===== src/rtl/framed_message_decoder_defines.svh =====
// Assertion macros shared by the framed message decoder RTL.
`ifndef FRAMED_MESSAGE_DECODER_DEFINES_SVH
`define FRAMED_MESSAGE_DECODER_DEFINES_SVH

`ifndef SYNTHESIS
// Same-cycle implication, sampled on clk, off during reset.
`define FMD_ASSERT_IMP(lbl, ante, cons, msg) \
  lbl: assert property (@(posedge clk) disable iff (!rst_n) (ante) |-> (cons)) \
    else $error(msg);
// Next-cycle implication, sampled on clk, off during reset.
`define FMD_ASSERT_NXT(lbl, ante, cons, msg) \
  lbl: assert property (@(posedge clk) disable iff (!rst_n) (ante) |=> (cons)) \
    else $error(msg);
`else
`define FMD_ASSERT_IMP(lbl, ante, cons, msg)
`define FMD_ASSERT_NXT(lbl, ante, cons, msg)
`endif

`endif


===== src/rtl/fmd_pkg.sv =====
// Types, constants and byte layout decode for the framed message decoder.
package fmd_pkg;

  localparam int BYTE_W     = 8;
  localparam int FIELD_W    = 64;
  localparam int NUM_FIELDS = 6;
  localparam int IDX_W      = 3;
  localparam int LANE_W     = 3;
  localparam int POS_W      = 6;
  localparam int ID_W       = 16;
  localparam int CFG_IDX_W  = 2;
  localparam int CFG_DATA_W = 16;
  localparam int RECQ_DEPTH = 2;

  localparam logic [BYTE_W-1:0] SYNC_RESET        = 8'd170;
  localparam logic [ID_W-1:0]   POSITION_ID_RESET = 16'd36;
  localparam logic [ID_W-1:0]   SETUP_ID_RESET    = 16'd7;
  localparam logic [ID_W-1:0]   MEASURE_ID_RESET  = 16'd19;

  // header: three skipped bytes, then id low and id high
  localparam logic [POS_W-1:0] HEAD_ID_LO = 6'd3;
  localparam logic [POS_W-1:0] HEAD_ID_HI = 6'd4;

  typedef enum logic [1:0] {
    KIND_POSITION = 2'd0,
    KIND_SETUP    = 2'd1,
    KIND_MEASURE  = 2'd2
  } fmd_kind_t;

  typedef enum logic [CFG_IDX_W-1:0] {
    CFG_SYNC        = 2'd0,
    CFG_POSITION_ID = 2'd1,
    CFG_SETUP_ID    = 2'd2,
    CFG_MEASURE_ID  = 2'd3
  } fmd_cfg_reg_t;

  typedef logic [NUM_FIELDS-1:0][FIELD_W-1:0] fmd_fields_t;

  typedef struct packed {
    fmd_kind_t   kind;
    fmd_fields_t vals;
  } fmd_rec_t;

  typedef struct packed {
    logic     push;
    fmd_rec_t rec;
  } fmd_push_t;

  typedef struct packed {
    logic     valid;
    fmd_rec_t rec;
  } fmd_head_t;

  // what one body byte does
  typedef struct packed {
    logic              acc;       // always summed
    logic              text;      // summed up to the first zero
    logic              chk_a;
    logic              chk_b;
    logic              wr;        // goes into a field lane
    logic              cfg_bits;  // packed bit fields of the setup record
    logic [IDX_W-1:0]  fsel;
    logic [LANE_W-1:0] lane;
    logic              last;
  } fmd_byte_op_t;

  function automatic fmd_byte_op_t fmd_decode(fmd_kind_t kind, logic [POS_W-1:0] pos);
    fmd_byte_op_t op;
    logic [POS_W-1:0] rel;
    op  = '0;
    rel = '0;
    unique case (kind)
      KIND_POSITION: begin
        op.acc   = (pos < 6'd36);
        op.chk_a = (pos == 6'd36);
        op.chk_b = (pos == 6'd37);
        op.last  = (pos == 6'd39);
        if (pos < 6'd24) begin
          // three f64 values
          op.wr   = 1'b1;
          op.fsel = pos[5:3];
          op.lane = pos[2:0];
        end else if (pos < 6'd36) begin
          // three f32 values
          rel     = pos - 6'd24;
          op.wr   = 1'b1;
          op.fsel = 3'd3 + {1'b0, rel[3:2]};
          op.lane = {1'b0, rel[1:0]};
        end
      end
      KIND_SETUP: begin
        op.acc   = (pos < 6'd7);
        op.chk_a = (pos == 6'd7);
        op.chk_b = (pos == 6'd8);
        op.last  = (pos == 6'd9);
        if (pos < 6'd2) begin
          op.wr   = 1'b1;
          op.fsel = 3'd0;
          op.lane = pos[2:0];
        end else if (pos == 6'd2) begin
          op.cfg_bits = 1'b1;
        end else if (pos < 6'd7) begin
          rel     = pos - 6'd3;
          op.wr   = 1'b1;
          op.fsel = 3'd5;
          op.lane = rel[2:0];
        end
      end
      KIND_MEASURE: begin
        op.text  = (pos >= 6'd4) && (pos <= 6'd8);
        op.acc   = (pos < 6'd4) || ((pos >= 6'd9) && (pos < 6'd19));
        op.chk_a = (pos == 6'd19);
        op.chk_b = (pos == 6'd20);
        op.last  = (pos == 6'd23);
        if (pos < 6'd4) begin
          op.wr   = 1'b1;
          op.fsel = 3'd0;
          op.lane = pos[2:0];
        end else if (pos <= 6'd8) begin
          rel     = pos - 6'd4;
          op.wr   = 1'b1;
          op.fsel = 3'd1;
          op.lane = rel[2:0];
        end else if (pos <= 6'd10) begin
          rel     = pos - 6'd9;
          op.wr   = 1'b1;
          op.fsel = 3'd2;
          op.lane = rel[2:0];
        end else if (pos <= 6'd18) begin
          rel     = pos - 6'd11;
          op.wr   = 1'b1;
          op.fsel = 3'd3;
          op.lane = rel[2:0];
        end
      end
      default: begin
        op.last = 1'b1;
      end
    endcase
    return op;
  endfunction

  function automatic logic [IDX_W-1:0] fmd_field_count(fmd_kind_t kind);
    return (kind == KIND_MEASURE) ? 3'd4 : 3'd6;
  endfunction

endpackage


===== src/rtl/fmd_recq.sv =====
// Two-entry queue of decoded records between the parser and the field emitter.
`include "framed_message_decoder_defines.svh"

module fmd_recq
  import fmd_pkg::*;
(
  input  logic      clk,
  input  logic      rst_n,
  input  fmd_push_t push_i,
  input  logic      pop_i,
  output logic      full_o,
  output fmd_head_t head_o
);

  localparam int PTR_W = $clog2(RECQ_DEPTH);
  localparam int CNT_W = $clog2(RECQ_DEPTH + 1);

  fmd_rec_t          mem_r [RECQ_DEPTH];
  logic [PTR_W-1:0]  wr_ptr_r;
  logic [PTR_W-1:0]  rd_ptr_r;
  logic [CNT_W-1:0]  cnt_r;
  logic              do_push;
  logic              do_pop;

  assign full_o       = (cnt_r == CNT_W'(RECQ_DEPTH));
  assign head_o.valid = (cnt_r != '0);
  assign head_o.rec   = mem_r[rd_ptr_r];
  assign do_push      = push_i.push && !full_o;
  assign do_pop       = pop_i && head_o.valid;

  always_ff @(posedge clk) begin
    if (!rst_n) begin
      wr_ptr_r <= '0;
      rd_ptr_r <= '0;
      cnt_r    <= '0;
    end else begin
      if (do_push) begin
        wr_ptr_r <= (wr_ptr_r == PTR_W'(RECQ_DEPTH - 1)) ? '0 : wr_ptr_r + 1'b1;
      end
      if (do_pop) begin
        rd_ptr_r <= (rd_ptr_r == PTR_W'(RECQ_DEPTH - 1)) ? '0 : rd_ptr_r + 1'b1;
      end
      unique case ({do_push, do_pop})
        2'b10:   cnt_r <= cnt_r + 1'b1;
        2'b01:   cnt_r <= cnt_r - 1'b1;
        default: cnt_r <= cnt_r;
      endcase
    end
  end

  always_ff @(posedge clk) begin
    if (do_push) begin
      mem_r[wr_ptr_r] <= push_i.rec;
    end
  end

  `FMD_ASSERT_IMP(a_no_push_when_full, push_i.push, !full_o, "record pushed into full queue")
  `FMD_ASSERT_IMP(a_cnt_bound, 1'b1, cnt_r <= CNT_W'(RECQ_DEPTH), "record count overflow")

endmodule


===== src/rtl/fmd_front.sv =====
// Frame parser: sync hunt, header, checksum and field assembly.
module fmd_front
  import fmd_pkg::*;
(
  input  logic                  clk,
  input  logic                  rst_n,
  input  logic                  accept,
  input  logic [BYTE_W-1:0]     data,
  input  logic                  cfg_we,
  input  logic [CFG_IDX_W-1:0]  cfg_index,
  input  logic [CFG_DATA_W-1:0] cfg_data,
  output fmd_push_t             push_o
);

  typedef enum logic [1:0] {
    ST_HUNT,
    ST_HEAD,
    ST_BODY
  } state_t;

  state_t             state_r, state_nxt;
  logic [POS_W-1:0]   pos_r, pos_nxt;
  fmd_kind_t          kind_r, kind_nxt;
  logic [BYTE_W-1:0]  id_lo_r, id_lo_nxt;
  logic [BYTE_W-1:0]  sum_a_r, sum_a_nxt;
  logic [BYTE_W-1:0]  sum_b_r, sum_b_nxt;
  logic               text_done_r, text_done_nxt;
  logic [BYTE_W-1:0]  chk_a_r, chk_a_nxt;
  logic [BYTE_W-1:0]  chk_b_r, chk_b_nxt;
  fmd_fields_t        fld_r, fld_nxt;

  logic [BYTE_W-1:0]  sync_r;
  logic [ID_W-1:0]    pos_id_r;
  logic [ID_W-1:0]    setup_id_r;
  logic [ID_W-1:0]    meas_id_r;

  fmd_byte_op_t       op;
  logic [ID_W-1:0]    id_full;
  logic [BYTE_W-1:0]  sum_a_inc;
  logic [BYTE_W-1:0]  sum_b_inc;
  logic               text_live;
  logic               match;

  always_comb begin
    op        = fmd_decode(kind_r, pos_r);
    id_full   = {data, id_lo_r};
    sum_a_inc = sum_a_r + data;
    sum_b_inc = sum_b_r + sum_a_inc;
    text_live = op.text && !text_done_r;
    match     = (sum_a_r == chk_a_r) && (sum_b_r == chk_b_r);

    state_nxt     = state_r;
    pos_nxt       = pos_r;
    kind_nxt      = kind_r;
    id_lo_nxt     = id_lo_r;
    sum_a_nxt     = sum_a_r;
    sum_b_nxt     = sum_b_r;
    text_done_nxt = text_done_r;
    chk_a_nxt     = chk_a_r;
    chk_b_nxt     = chk_b_r;
    fld_nxt       = fld_r;

    push_o.push     = 1'b0;
    push_o.rec.kind = kind_r;
    push_o.rec.vals = fld_r;

    if (accept) begin
      unique case (state_r)
        ST_HUNT: begin
          if (data == sync_r) begin
            state_nxt = ST_HEAD;
            pos_nxt   = '0;
          end
        end
        ST_HEAD: begin
          if (pos_r == HEAD_ID_HI) begin
            state_nxt     = ST_BODY;
            pos_nxt       = '0;
            sum_a_nxt     = '0;
            sum_b_nxt     = '0;
            text_done_nxt = 1'b0;
            fld_nxt       = '0;
            // earlier ids win on collisions
            priority if (id_full == pos_id_r) begin
              kind_nxt = KIND_POSITION;
            end else if (id_full == setup_id_r) begin
              kind_nxt = KIND_SETUP;
            end else if (id_full == meas_id_r) begin
              kind_nxt = KIND_MEASURE;
            end else begin
              state_nxt = ST_HUNT;
            end
          end else begin
            if (pos_r == HEAD_ID_LO) begin
              id_lo_nxt = data;
            end
            pos_nxt = pos_r + 1'b1;
          end
        end
        ST_BODY: begin
          if (op.acc || text_live) begin
            sum_a_nxt = sum_a_inc;
            sum_b_nxt = sum_b_inc;
          end
          if (text_live && (data == '0)) begin
            text_done_nxt = 1'b1;
          end
          if (op.chk_a) begin
            chk_a_nxt = data;
          end
          if (op.chk_b) begin
            chk_b_nxt = data;
          end
          // text bytes from the first zero on stay zero
          if (op.wr && (!op.text || (text_live && (data != '0)))) begin
            for (int f = 0; f < NUM_FIELDS; f++) begin
              if (op.fsel == IDX_W'(f)) begin
                fld_nxt[f][{op.lane, 3'b000} +: BYTE_W] = data;
              end
            end
          end
          if (op.cfg_bits) begin
            fld_nxt[1] = FIELD_W'(data[1:0]);
            fld_nxt[2] = FIELD_W'(data[4:2]);
            fld_nxt[3] = FIELD_W'(data[5]);
            fld_nxt[4] = FIELD_W'(data[7:6]);
          end
          if (op.last) begin
            state_nxt   = ST_HUNT;
            pos_nxt     = '0;
            push_o.push = match;
          end else begin
            pos_nxt = pos_r + 1'b1;
          end
        end
        default: begin
          state_nxt = ST_HUNT;
          pos_nxt   = '0;
        end
      endcase
    end
  end

  always_ff @(posedge clk) begin
    if (!rst_n) begin
      state_r     <= ST_HUNT;
      pos_r       <= '0;
      kind_r      <= KIND_POSITION;
      text_done_r <= 1'b0;
      sync_r      <= SYNC_RESET;
      pos_id_r    <= POSITION_ID_RESET;
      setup_id_r  <= SETUP_ID_RESET;
      meas_id_r   <= MEASURE_ID_RESET;
    end else begin
      state_r     <= state_nxt;
      pos_r       <= pos_nxt;
      kind_r      <= kind_nxt;
      text_done_r <= text_done_nxt;
      if (cfg_we) begin
        unique case (fmd_cfg_reg_t'(cfg_index))
          CFG_SYNC:        sync_r     <= cfg_data[BYTE_W-1:0];
          CFG_POSITION_ID: pos_id_r   <= cfg_data;
          CFG_SETUP_ID:    setup_id_r <= cfg_data;
          CFG_MEASURE_ID:  meas_id_r  <= cfg_data;
        endcase
      end
    end
  end

  always_ff @(posedge clk) begin
    id_lo_r <= id_lo_nxt;
    sum_a_r <= sum_a_nxt;
    sum_b_r <= sum_b_nxt;
    chk_a_r <= chk_a_nxt;
    chk_b_r <= chk_b_nxt;
    fld_r   <= fld_nxt;
  end

endmodule


===== src/rtl/fmd_back.sv =====
// Field emitter: walks the head record one field per beat into the output register.
`include "framed_message_decoder_defines.svh"

module fmd_back
  import fmd_pkg::*;
(
  input  logic               clk,
  input  logic               rst_n,
  input  fmd_head_t          head_i,
  input  logic               out_take,
  output logic               q_pop,
  output logic               out_valid,
  output logic [1:0]         out_kind,
  output logic [IDX_W-1:0]   out_index,
  output logic [FIELD_W-1:0] out_value,
  output logic               out_last
);

  logic [IDX_W-1:0]   idx_r;
  logic               ov_r;
  logic [1:0]         kind_r;
  logic [IDX_W-1:0]   index_r;
  logic [FIELD_W-1:0] value_r;
  logic               last_r;
  logic [IDX_W-1:0]   nfld;
  logic               load;
  logic               is_last;

  assign nfld    = fmd_field_count(head_i.rec.kind);
  assign load    = head_i.valid && (!ov_r || out_take);
  assign is_last = (idx_r == nfld - 1'b1);
  assign q_pop   = load && is_last;

  assign out_valid = ov_r;
  assign out_kind  = kind_r;
  assign out_index = index_r;
  assign out_value = value_r;
  assign out_last  = last_r;

  always_ff @(posedge clk) begin
    if (!rst_n) begin
      idx_r <= '0;
      ov_r  <= 1'b0;
    end else begin
      if (load) begin
        ov_r  <= 1'b1;
        idx_r <= is_last ? '0 : idx_r + 1'b1;
      end else if (out_take) begin
        ov_r <= 1'b0;
      end
    end
  end

  always_ff @(posedge clk) begin
    if (load) begin
      kind_r  <= head_i.rec.kind;
      index_r <= idx_r;
      value_r <= head_i.rec.vals[idx_r];
      last_r  <= is_last;
    end
  end

  `FMD_ASSERT_IMP(a_idx_in_record, head_i.valid, idx_r < nfld, "field index past record end")
  `FMD_ASSERT_NXT(a_pop_rewinds, q_pop, idx_r == '0, "field index not rewound after record")
  `FMD_ASSERT_NXT(a_pop_marks_last, q_pop, ov_r && last_r, "record retired without last field")

endmodule


===== src/rtl/framed_message_decoder.sv =====
// Top level of the framed message decoder: parser, record queue and field emitter.
//
//  channel | direction | handshake               | payload
//  --------+-----------+-------------------------+-------------------------------------
//  in      | input     | push / full             | in_data_in (one stream byte)
//  out     | output    | empty / pop             | out_record_kind, out_field_index,
//          |           |                         | out_field_value, out_last_field
//  cfg     | input     | cfg_valid / cfg_ready   | cfg_index, cfg_data
//
// One byte beat is taken every cycle while full is low; the parser works on each
// byte in the cycle it arrives.
// A good frame hands its record to a two-entry queue on its last byte; the emitter
// then sends one field per cycle while pop is held (6 fields, 4 for measurement); the
// record is queued first and its first field then loads into the output register.
// full rises only while both queue entries hold records, i.e. when the result side
// has stalled long enough to back up two whole records.
// cfg_ready is always high. Reset (rst_n low, synchronous) restores the control and config
// registers to their defaults and restarts the sync hunt; no clearing pass is needed.
module framed_message_decoder
  import fmd_pkg::*;
(
  input  logic                  clk,
  input  logic                  rst_n,
  // byte input
  input  logic                  push,
  output logic                  full,
  input  logic [BYTE_W-1:0]     in_data_in,
  // decoded fields
  output logic                  empty,
  input  logic                  pop,
  output logic [1:0]            out_record_kind,
  output logic [IDX_W-1:0]      out_field_index,
  output logic [FIELD_W-1:0]    out_field_value,
  output logic                  out_last_field,
  // register writes
  input  logic                  cfg_valid,
  output logic                  cfg_ready,
  input  logic [CFG_IDX_W-1:0]  cfg_index,
  input  logic [CFG_DATA_W-1:0] cfg_data
);

  fmd_push_t front_push;
  fmd_head_t q_head;
  logic      q_full;
  logic      q_pop;
  logic      in_take;
  logic      out_take;
  logic      out_valid;

  // a byte beat lands when the queue has room for the record it might finish
  assign full      = q_full;
  assign in_take   = push && !q_full;
  assign empty     = !out_valid;
  assign out_take  = pop && out_valid;
  assign cfg_ready = 1'b1;

  fmd_front u_front (
    .clk       (clk),
    .rst_n     (rst_n),
    .accept    (in_take),
    .data      (in_data_in),
    .cfg_we    (cfg_valid),
    .cfg_index (cfg_index),
    .cfg_data  (cfg_data),
    .push_o    (front_push)
  );

  fmd_recq u_recq (
    .clk    (clk),
    .rst_n  (rst_n),
    .push_i (front_push),
    .pop_i  (q_pop),
    .full_o (q_full),
    .head_o (q_head)
  );

  fmd_back u_back (
    .clk       (clk),
    .rst_n     (rst_n),
    .head_i    (q_head),
    .out_take  (out_take),
    .q_pop     (q_pop),
    .out_valid (out_valid),
    .out_kind  (out_record_kind),
    .out_index (out_field_index),
    .out_value (out_field_value),
    .out_last  (out_last_field)
  );

endmodule

===== config.mk =====
export PLATFORM = sky130hd
export DESIGN_NAME = framed_message_decoder
export DESIGN_NICKNAME = d
export VERILOG_FILES = /design/src/rtl/fmd_pkg.sv /design/src/rtl/fmd_recq.sv /design/src/rtl/fmd_front.sv /design/src/rtl/fmd_back.sv /design/src/rtl/framed_message_decoder.sv
export VERILOG_INCLUDE_DIRS = /design/src /design/src/rtl
export SDC_FILE = /design/constraint.sdc
export NUM_CORES = 2
export LEC_CHECK = 0
export BUFFER_PORTS_ARGS = -buffer_cell sky130_fd_sc_hd__buf_2
export CAP_MARGIN = 10
export CORE_ASPECT_RATIO = 0.75
export CORE_MARGIN = 10
export CORE_UTILIZATION = 24
export DETAILED_ROUTE_END_ITERATION = 6
export HOLD_SLACK_MARGIN = 0.08
export PLACE_DENSITY_LB_ADDON = 0.3
export SLEW_MARGIN = 5
export SYNTH_ARGS = -nofsm -noshare
export SYNTH_HDL_FRONTEND = slang
export SYNTH_HIERARCHICAL = 1
export SYNTH_SLANG_ARGS = --single-unit

===== constraint.sdc =====
create_clock -name clk -period 27.7 [get_ports clk]
set_clock_uncertainty 0.1 [all_clocks]
set_input_delay 5.54 -clock clk [delete_from_list [all_inputs] [get_ports clk]]
set_output_delay 5.54 -clock clk [all_outputs]
set_load 0.01 [all_outputs]

==> key figures <==
Logic synthesis
  – Syn_area_per_cell: 15.7 um2
  – Synth warn: 6
  – Async SR Flop Fraction: 0%
  – FF+latch count, synth: around 1300
  – Synth Flop Type: edfxtp_1
  – Synth unique cells: 76
  – Syn_nets: roughly 3600
  – Number of flops mapped to enable cells by yosys: 1266
  – Post-synthesis sequential area ratio: between 70% and 80%
  – Gate Count Post-Synth: ~3500
  – Post-synthesis instance area: around 56000 um2

Global routing
  – Vias in the first global route: approximately 30000
  – Pin count of the biggest net entering global routing: about 170
  – Grt total ovfl: 0
  – First-pass GRT wire length: between 200000 and 250000 um
  – Antenna violations before repair: 5
  – Gr usage total: 10.8%

CTS
  – Num CTS Buffers: about 140
  – Clk sink count: ~1300
  – Setup repair bufs after CTS: 0
  – Worst skew pair latency: between 0.7 and 0.8 ns
  – Clk buf depth: 3
  – H-tree depth: 4
  – Post-CTS Resized: 0
  – Clock-pin slew on the worst setup and hold paths: approximately 0.06 ns
  – Hold buffers post-CTS: 0
  – CTS tree: built
  – CTS root buf: clkbuf_16

Placement
  – I/O Buffers: around 100
  – RePlAce Congestion: between 0.7 and 0.8
  – HPWL after detailed placement: around 79000 um

STA
  – RSZ-0062 raised after global routing: no
  – Fmax achieved: ~0.11 GHz
  – Fin. Hold Viols: 0
  – Fin crit share: 33.7%
  – Final setup TNS: 0 ns
  – Final Setup Violations: 0
  – Minimum clock period: approximately 9.3 ns
  – Slew HR: 23.3%
  – Worst Tran Pin Value: 1.15 ns
  – Fin. max-slew vios: 0

Layout
  – ANT cells: 0
  – P&R area growth vs syn: 14.5%
  – Fillers: around 23000
  – Nets: between 3000 and 4000
  – Layout Utilization: 27.6%
  – Layout cells sized above 1: 24.8%

Drt
  – WL final: 141000 um
  – First-pass detailed-route iteration total: 6
  – Mean number of vias per cell: approximately 4.4
  – Via count: between 20000 and 30000
  – Routed WL per cell: between 20 and 25 um
  – Final antenna-violating net count: 0
  – Residual DRC: 0
  – Initial DRC Count: roughly 2500

Setup path
  – Slowest cell on crit path: buf_4
  – Crit start category: primary input
  – FF-to-FF path depth: 10
  – Crit-path max cell delay: 0.78 ns
  – Maximum net fanout on the critical path: between 100 and 150
  – Crit Path Category: primary input to flop
  – Crit-path cells: buf_2, nor2b_2, nand3_1, nor3b_1, inv_1, or3_1, inv_8, buf_4, buf_12
  – Crit path capture type: flop
  – CP required: 27.98 ns
  – Worst EP arrival: about 9.6 ns

Power and ir drop
  – Tot Pwr: between 4000 and 5000 uW
  – Power density cells: between 60 and 70 nW/um2
  – Pleak: about 0.020 uW
  – Max VDD drop: 0.0348 mV

Flow run
  – MaxCap Viol Count: 0

Floorplan
  – Core Box Area: around 230000 um2
  – Die area: approximately 250000 um2
  – # rows: roughly 150
  – Num ports: 104
  – Die Y: around 440 um
  – Die width: 576 um
  – Initial core utilization: 24.1%

Hold path
  – Hold Path Depth: 0
  – HP Class: flop to flop

Status
  – Status: finished, final reports clean
## worst max-delay path: cells and delay by family
kind / cells / cell delay [ns]
simple gates: 4 / 1.48
buf+inv: 5 / 2.40
## layout make-up
type / count / area, um2 / area share, %
flip-flops and latches: 1342 / 39600 / 62.0
multi-input cells: 1895 / 14700 / 23.0
well taps: 3100 / 3880 / 6.08
clock buffers: 173 / 3650 / 5.72
repair buffers: 153 / 931 / 1.46
clock inverters: 76 / 774 / 1.21
inverters: 85 / 330 / 0.518
## metrics by stage
| step | cell area [um2] | hold slack (ns) | instances | worst slack, ns |
|---|---|---|---|---|
| finish | 63800 | 0.366 | 6824 | 18.38 |
| global route | 63800 | 0.378 | 6824 | 18.05 |
| CTS | 63800 | 0.365 | 6824 | 18.36 |
| detailed placement | 59400 | 0.357 | 6575 | 17.54 |
| global placement | 59400 | 0.350 | 6575 | 17.47 |
| floorplan | 55700 | 0.320 | 3539 | 11.59 |
## worst paths after layout
kind	from	end	slack, ns
hold reg to reg	u_front/push_o[93]$_SDFFCE_PP0P_	u_recq/mem_r[1][93]$_DFFE_PP_	0.37
setup reg to reg	u_front/pos_r[1]$_SDFFE_PN0P_	u_recq/mem_r[0][207]$_DFFE_PP_	21.84
hold / removal	u_front/push_o[93]$_SDFFCE_PP0P_	u_recq/mem_r[1][93]$_DFFE_PP_	0.37
setup / recovery	push	u_recq/mem_r[0][207]$_DFFE_PP_	18.38
## cell families after synthesis
| family | after synthesis | share of synthesized area [%] |
|---|---|---|
| buffers and inverters | 302 | 2.93 |
| XOR/XNOR | 95 | 1.49 |
| AO/OA/AOI/OAI | 580 | 6.77 |
| adder cells (fa/ha/maj) | 34 | 0.790 |
| multiplexers | 534 | 11.9 |
| flip-flops | 1342 | 71.0 |
| AND/OR/NAND/NOR | 651 | 5.16 |
| other | 1 | 0.00673 |
## cells in the final DEF, fill, tap and decap left out, drive strengths merged, types with 46 or more instances in the layout
cell type / instances
a21boi: 46
a21oi: 259
a31o: 144
buf: 153
clkbuf: 173
clkinv: 60
dfxtp: 76
edfxtp: 1266
inv: 88
mux2: 386
mux2i: 84
mux4: 64
nand2: 423
nor2: 83
o22ai: 69
xnor2: 58
## cell usage after synthesis, types with 4 or more instances
cell type  number  area share [%]
edfxtp_1     1266              68
nand2_1       422             2.8
mux2_2        386             7.8
a21oi_1       259             2.3
clkbuf_1      110            0.74
a31o_2         88             1.4
mux2i_1        84             1.5
inv_1          81            0.55
nor2_1         81            0.55
dfxtp_1        76             2.7
o22ai_1        69            0.77
mux4_2         64             2.6
xnor2_1        58            0.91
a31o_1         56            0.88
buf_6          46            0.93
a21boi_0       44            0.59
buf_2          39            0.35
xor2_1         37            0.58
ha_1           32            0.72
and2_1         22            0.25
o21ai_0        22            0.20
nand4_1        18            0.20
nand3_1        17            0.15
nor2b_1        17            0.19
buf_4          15            0.20
nor3_1         12            0.11
nor4_1         12            0.13
nand2b_1       10            0.11
a21o_1          5           0.067
nor3b_1         5           0.067
buf_1           4           0.027
nand4b_1        4           0.063
o21a_1          4           0.054
or2_2           4           0.045
## state kept, by name (all words and copies together), names as in the netlist, 8 cells and up, named ones only
register,count
u_recq/mem_r,772
u_front/push_o,384
u_back/out_value,64
u_front/meas_id_r,16
u_front/pos_id_r,16
u_front/setup_id_r,16
u_front/chk_a_r,8
u_front/chk_b_r,8
u_front/id_lo_r,8
u_front/sum_a_r,8
u_front/sum_b_r,8
u_front/sync_r,8
## power by group
part	switching [uW]	total, uW	internal (uW)
Clock	799	1840	1040
Sequential	3.58	2190	2190
Combinational	25.6	37.6	12.0
## per-layer routing
metal  GRT usage [%]  share of wire, %
met1            15.2                47
met2            16.9                46
met3            1.94               5.5
met4            2.98               2.2
met5               0                 0
No activity file was read; power rests on OpenSTA's default activity.
